--- config.mk ---
export PLATFORM = sky130hd
export DESIGN_NAME = rcd_lane
export DESIGN_NICKNAME = d
export VERILOG_FILES = /design/src/sv/rcd_pkg.sv /design/src/sv/rcd_lane.sv
export SDC_FILE = /design/constraint.sdc
export NUM_CORES = 2
export LEC_CHECK = 0
export BUFFER_PORTS_ARGS = -buffer_cell sky130_fd_sc_hd__buf_2
export CORE_MARGIN = 3
export CORE_UTILIZATION = 58
export DETAILED_ROUTE_END_ITERATION = 7
export PLACE_DENSITY = 0.76
export SLEW_MARGIN = 20
export SYNTH_ARGS = -nofsm -noshare
export SYNTH_HDL_FRONTEND = slang
export SYNTH_SLANG_ARGS = --single-unit
--- constraint.sdc ---
create_clock -name clk_i -period 9.9 [get_ports clk_i]
set_input_delay 1.98 -clock clk_i [delete_from_list [all_inputs] [get_ports clk_i]]
set_output_delay 1.98 -clock clk_i [all_outputs]
set_load 0.02 [all_outputs]
--- src/sv/rcd_pkg.sv ---
// ----------------------------------------------------------------------------
// rcd_pkg
// Shared types and constants for the rgb 3x3 convolution core.
// ----------------------------------------------------------------------------
package rcd_pkg;

  localparam int unsigned PixBits  = 8;
  localparam int unsigned CoefW    = 16;
  localparam int unsigned ProdW    = 25;
  localparam int unsigned RowSumW  = 27;
  localparam int unsigned SumW     = 29;
  localparam int unsigned MagW     = 28;
  localparam int unsigned DivW     = 16;
  localparam int unsigned CfgIdxW  = 3;
  localparam int unsigned CfgDataW = 48;
  localparam int unsigned MaxHeight = 1024;

  // configuration register indexes
  localparam logic [CfgIdxW-1:0] CFG_WIDTH    = 3'd0;
  localparam logic [CfgIdxW-1:0] CFG_HEIGHT   = 3'd1;
  localparam logic [CfgIdxW-1:0] CFG_COEF_TOP = 3'd2;
  localparam logic [CfgIdxW-1:0] CFG_COEF_MID = 3'd3;
  localparam logic [CfgIdxW-1:0] CFG_COEF_BOT = 3'd4;
  localparam logic [CfgIdxW-1:0] CFG_DIVISOR  = 3'd5;

  typedef struct packed {
    logic [7:0] red_in;
    logic [7:0] green_in;
    logic [7:0] blue_in;
    logic       frame_start;
  } rcd_in_t;

  typedef struct packed {
    logic [7:0] red_out;
    logic [7:0] green_out;
    logic [7:0] blue_out;
    logic [9:0] center_row;
    logic [9:0] center_col;
    logic       frame_last;
  } rcd_out_t;

  typedef enum logic [1:0] {
    S_IDLE,
    S_WIN,
    S_START,
    S_LANE
  } top_state_e;

  typedef enum logic [2:0] {
    L_IDLE,
    L_ADD,
    L_SUM,
    L_DIV,
    L_DONE
  } lane_state_e;

endpackage

--- src/sv/rcd_lane.sv ---
// ----------------------------------------------------------------------------
// rcd_lane
// One color channel: nine products, adder tree, bit-serial divide, clamp.
// ----------------------------------------------------------------------------
module rcd_lane
  import rcd_pkg::*;
(
  input  logic                    clk_i,
  input  logic                    rst_ni,
  input  logic                    start_i,
  input  logic [8:0][PixBits-1:0] pix_i,
  input  logic [8:0][CoefW-1:0]   coef_i,
  input  logic [DivW-1:0]         divisor_i,
  output logic                    done_o,
  output logic [PixBits-1:0]      value_o
);

  lane_state_e state_q;
  logic [4:0]  cnt_q;

  logic signed [ProdW-1:0]   prod_q [9];
  logic signed [RowSumW-1:0] row_q [3];
  logic                      neg_q;
  logic [MagW-1:0]           quo_q;
  logic [DivW-1:0]           rem_q;

  logic signed [SumW-1:0] sum;
  logic [DivW:0]          trial;
  logic [DivW:0]          dv;
  logic                   fits;

  // total of the three row sums
  assign sum = SumW'(row_q[0]) + SumW'(row_q[1]) + SumW'(row_q[2]);

  // one restoring divide step
  assign dv    = (divisor_i == '0) ? (DivW+1)'(1) : {1'b0, divisor_i};
  assign trial = {rem_q, quo_q[MagW-1]};
  assign fits  = (trial >= dv);

  // sequencer, fixed length so all lanes finish together
  always_ff @(posedge clk_i or negedge rst_ni) begin
    if (!rst_ni) begin
      state_q <= L_IDLE;
      cnt_q   <= '0;
    end else if (start_i) begin
      state_q <= L_ADD;
    end else begin
      case (state_q)
        L_ADD: state_q <= L_SUM;
        L_SUM: begin
          cnt_q   <= 5'(MagW - 1);
          state_q <= L_DIV;
        end
        L_DIV: begin
          if (cnt_q == '0) state_q <= L_DONE;
          cnt_q <= cnt_q - 5'd1;
        end
        default: state_q <= state_q;
      endcase
    end
  end

  // datapath
  always_ff @(posedge clk_i) begin
    if (start_i) begin
      for (int k = 0; k < 9; k++) begin
        prod_q[k] <= ProdW'($signed({1'b0, pix_i[k]}) * $signed(coef_i[k]));
      end
    end else begin
      case (state_q)
        L_ADD: begin
          for (int r = 0; r < 3; r++) begin
            row_q[r] <= RowSumW'(prod_q[3*r]) + RowSumW'(prod_q[3*r+1])
                      + RowSumW'(prod_q[3*r+2]);
          end
        end
        L_SUM: begin
          neg_q <= sum[SumW-1];
          quo_q <= sum[MagW-1:0];
          rem_q <= '0;
        end
        L_DIV: begin
          rem_q <= fits ? DivW'(trial - dv) : trial[DivW-1:0];
          quo_q <= {quo_q[MagW-2:0], fits};
        end
        default: ;
      endcase
    end
  end

  // negative sums clamp to zero, large ones to full scale
  assign done_o  = (state_q == L_DONE);
  assign value_o = neg_q ? '0 : ((quo_q > MagW'(255)) ? 8'hFF : quo_q[PixBits-1:0]);

endmodule

# After elaboration in Yosys (flattened, before gate mapping)
# Memory sizes are Yosys's and may differ from the RTL's.
# Index checks and enable logic that the tools add are counted.
[classes]
add_sub_neg = 10
mul = 9
order_cmp = 2
n_eq_ne = 5
n_mux = 15
n_bitwise = 1
reduce_logical = 7
[op_table]
columns = ["cell", "count"]
rows = [
  ["$mul A9 B16 Y25", 9],
  ["$add A26 B25 Y27", 3],
  ["$add A25 B25 Y26", 3],
  ["$pmux W28 S2", 1],
  ["$mux W16", 2],
  ["$pmux W16 S2", 1],
  ["$add A28 B27 Y29", 1],
  ["$add A27 B27 Y28", 1],
  ["$gt A28 B8 Y1 const B", 1],
  ["$ge A17 B16 Y1", 1],
  ["$logic_not A16 Y1", 1],
  ["$mux W8", 2],
  ["$sub A16 B16 Y16", 1],
  ["$pmux W5 S2", 1],
  ["$pmux W3 S3", 1],
  ["$eq A3 B2 Y1 const B", 2],
  ["$mux W3", 2],
  ["$reduce_and A2 Y1", 3],
  ["$logic_not A5 Y1", 1],
  ["$mux W1", 5],
  ["$sub A5 B1 Y5 const B", 1],
  ["$reduce_bool A4 Y1", 1],
  ["$eq A3 B1 Y1 const B", 1],
  ["$eq A3 B3 Y1 const B", 1],
  ["3 further kinds", 3],
]
[word_totals]
reg_bits = 53
ramBits = 306
input_bits = 235
out_inout_bits = 9
word_cells = 56
n_memories = 2
[mem_list]
columns = ["name", "words", "width", "read_ports", "rd_ports_with_merged_regs", "write_ports", "line_no", "rtl"]
rows = [
  ["prod_q", 9, 25, 9, 0, 9, "rcd_lane.sv:21", "logic signed [ProdW-1:0] prod_q [9];"],
  ["row_q", 3, 27, 3, 0, 3, "rcd_lane.sv:22", "logic signed [RowSumW-1:0] row_q [3];"],
]

# Depth between registers and ports, before layout
[logic_depth]
depth_word = 5
depth_mapped = 21

# Least setup slack after synthesis
# Ideal clock, no wire load.
[synth_path]
path_kind = "input to register"
from = "in start_i"
to = "mem row_q[0][0], enable pin"
setup_ns = 0.636
arrival_ns = 7.844
slack_ns = 1.420
cell_stages = 1
path_buffers = 0
path_cell_list = "nor3b_1"
[synth_rtl]
columns = ["item", "line_no", "rtl"]
rows = [
  ["start, declared", "rcd_lane.sv:10", "input logic start_i,"],
  ["end, declared", "rcd_lane.sv:22", ""],
]

==> key figures <==
Floorplan
  – Initial core utilization: 58.7%
  – IO Count: 244
  – DIE HEIGHT: 328 um
  – Core Rows: 117
  – Core ar.: 0.102 mm2
  – Die W: 328 um
  – Die area: 0.107 mm2

GRT
  – Largest net degree at the start of global routing: 77
  – Overflow after GRT: 0
  – GRT Total Usage: 25.6%
  – Initial antenna violation count: 11
  – First-pass GRT wire length: 224 mm
  – Vias in the first global route: 45300

Timing
  – Fmax: 0.151 GHz
  – Clock skew: 21.1 ps
  – Rel. slew slack: 32.3%
  – Hold Slack: 519 ps
  – Fin. max-slew vios: 0
  – Post-route setup TNS: 0 ps
  – Final setup fails: 0
  – Fin worst setup slack: 3280 ps
  – Final period util: 66.8%
  – Tmin final: 6620 ps
  – RSZ-0062 raised after global routing: no
  – Worst Tran Pin Value: 990 ps
  – Endpoints failing hold: 0

Logic synthesis
  – Synthesized area: 0.0600 mm2
  – Part of the Yosys area used for sequential elements: 17.9%
  – Syn_nets: 8007
  – Yosys warning total: 0
  – Syn_area_per_cell: 9.71 um2
  – Asr flop ratio synth: 2.23%
  – Number of synthesized flops with an enable pin: 351
  – Yosys reg bits: 359
  – Post-Synthesis Cells: 6177
  – Netlist cell types: 83
  – Dominant synthesized flop cell: edfxtp_1

Clock network
  – TritonCTS clock tree: yes
  – Clock Sinks: 359
  – Clock transition at the registers of the reported paths: 60 ps
  – Root buffer cell: clkbuf_16
  – Worst skew pair latency: 580 ps
  – Post-cts resize count: 0
  – Inserted Clock Buffers: 39
  – Setup Buffers After CTS: 0
  – Maximum buffer depth of the clock tree: 3
  – H-tree depth: 2
  – Cts-stage hold buffer count: 0

Placed design
  – GPL Wtd Cong: 0.899
  – Placement Setup Slack: 2760 ps
  – Post-Place Cells: 7697
  – Post-DP HPWL: 110 mm
  – Port-buffer cells: 243

Critical path
  – CP startpoint kind: primary input
  – Worst r2r src: prod_q[0][1]
  – Reg2reg path depth: 13
  – CP endpoint kind: register
  – Worst Path Required: 10210 ps
  – Crit path arrival time: 6930 ps
  – CP max FO: 16
  – Critical setup path kind: in2reg
  – Worst reg2reg path endpoint: row_q[0][25]
  – Setup crit start: pix_i[32]
  – Register-to-Register Setup Slack: 5910 ps

Detailed routing
  – Post-DR wirelength/cell: 16.9 um
  – Detail Route Antenna Nets: 0
  – DRC Markers: 0
  – Final wirelength: 131 mm
  – Vias/cell: 5.43
  – Routed vias: 42200
  – DRT Pass-1 Iters: 5
  – Drt first-iter violations: 2295

Layout
  – Storage cell area: 0.0107 mm2
  – Layout area overhead: 6.47%
  – Layout cell share with drive strength beyond 1: 5.30%
  – Nets: 8200
  – Finished Layout Cells: 7768
  – Multi-input logic area: 0.0435 mm2
  – Fillers: 8473

Min path
  – WHS Path Cells: 1
  – Worst Hold End: cnt_q[3]
  – Min-Delay Startpoint: cnt_q[3]
  – Hold Crit Class: reg2reg

Power and ir drop
  – Internal power: 12.0 mW
  – Comb power frac: 76.4%
  – IR drop worst, VDD: 0.000285 V
  – Switching share of power: 48.4%
  – Cell Pwr Density: 366 mW/mm2
  – Clock power frac: 6.2%
  – Static Leak: 32.0 nW
  – Tot Pwr: 23.3 mW
  – Register share of total power: 17.4%
  – NetSw: 11.3 mW

Run status
  – Status: finished, final reports clean

Flow run
  – Maxcap violations: 0
-- cells in the final DEF (no fill, tap or decap), drive strengths merged, types with 9 or more instances in the layout --
master	netlist	layout
o31ai	13	13
nand4	14	14
o21a	38	38
ha	570	570
a31oi	26	26
nand3	51	51
nand2b	26	26
o211ai	9	9
o21bai	42	42
a211oi	16	16
and3	22	22
mux2i	13	13
o21ai	125	125
or3	17	17
edfxtp	351	351
a21o	103	103
o41ai	11	11
xor2	75	75
nand2	616	616
nor2	166	166
o31a	9	9
fa	1025	1025
inv	1415	1416
and2	658	658
nor4	20	20
clkbuf	95	47
nor3	51	51
a21oi	234	234
nor2b	29	29
clkinv	1	15
xnor2	222	222
buf	4	251
-- cells in the mapped netlist, types with 8 or more instances --
cell type / n / area, um2
inv_1: 1415 / 5310
fa_1: 1025 / 20500
and2_1: 658 / 4120
nand2_1: 616 / 2310
ha_1: 570 / 7130
edfxtp_1: 351 / 10500
a21oi_1: 227 / 1140
xnor2_1: 222 / 1940
nor2_1: 166 / 623
a21o_1: 103 / 773
clkbuf_1: 95 / 357
o21ai_0: 86 / 430
xor2_1: 75 / 657
nand3_1: 51 / 255
nor3_1: 51 / 255
o21bai_1: 41 / 308
o21a_1: 38 / 285
o21ai_1: 38 / 190
nor2b_1: 29 / 181
a31oi_1: 26 / 163
nand2b_1: 26 / 163
and3_1: 22 / 138
nor4_1: 20 / 125
or3_1: 17 / 106
a211oi_1: 16 / 120
nand4_1: 14 / 87.6
mux2i_1: 13 / 130
o31ai_1: 12 / 90.1
o31a_1: 9 / 78.8
a211o_1: 8 / 70.1
dfrtp_1: 8 / 200
o211ai_1: 8 / 60.1
-- logic make-up (layout without fill, tap and decap cells) --
logic type | count (synthesis) | after routing | synth area share (%)
buffers and inverters | 1515 | 1734 | 9.49
AOI/OAI and AO/OA | 702 | 702 | 7.65
muxes | 14 | 14 | 0.236
xor gates and xnor gates | 297 | 297 | 4.34
other | 0 | 4 | 0
DFF | 359 | 359 | 17.9
adders and majority gates | 1595 | 1595 | 46.1
and+or+nand+nor | 1695 | 1695 | 14.3
-- power by group through the flow --
stage	clock network, mW	logic (mW)	registers, mW
2_1_floorplan	0	13.7	3.79
3_3_place_gp	0	17.2	4.09
3_5_place_dp	0	17.7	4.08
4_1_cts	1.47	17.9	4.07
5_1_grt	1.52	20.2	4.14
6_report	1.45	17.8	4.06
-- how the worst max path moves through the flow --
stage                          end  slack (ps)
floorplan              row_q[0][0]        1420
global placement     prod_q[0][74]        2860
detailed placement  prod_q[0][121]        2760
CTS                 prod_q[0][123]        3340
global route        prod_q[0][121]        2960
finish              prod_q[0][123]        3280
-- area by class of cell --
class                           instances  area share (%)
Timing Repair Buffer                  251            2.01
Sequential cell                       359            16.8
Tap cell                             1368            2.68
Clock buffer                           47            1.64
Antenna cell                            4          0.0157
Clock inverter                         20           0.298
Inverter                             1416            8.33
Multi-Input combinational cell       4303            68.2
-- routing by layer --
layer  track usage, %  vias to the layer above  part of all wire [%]
met5                0                        -                 0.059
met4             7.48                       12                   3.0
li1                 -                    19600                     -
met1             33.4                    21300                    42
met3             3.69                      257                   5.2
met2             44.5                     1016                    50
-- metrics by stage --
| step | instance area, um2 | utilization [%] |
|---|---|---|
| 2_1_floorplan | 60000 | - |
| 3_3_place_gp | 62600 | 61.3 |
| 3_5_place_dp | 62600 | 61.3 |
| 4_1_cts | 63800 | 62.5 |
| 5_1_grt | 63800 | 62.5 |
| 6_report | 63800 | 62.5 |
-- sequential cells by signal, indices dropped and copies added, names as in the netlist --
name	flops
quo_q	28
prod_q	225
cnt_q	5
state_q	3
row_q	81
rem_q	16
neg_q	1
-- critical path, cell delays in order --
cell	delay [ps]
buf_2	290
nand2_1	140
fa_1	560
inv_1	60
fa_1	490
fa_1	540
inv_1	50
fa_1	510
inv_1	60
ha_1	340
and3_1	200
nand3_1	80
o31ai_1	320
nor4_1	110
o41ai_1	790
a21o_1	210
a21oi_1	70
xnor2_1	130
Power figures use the tool's default switching activity.
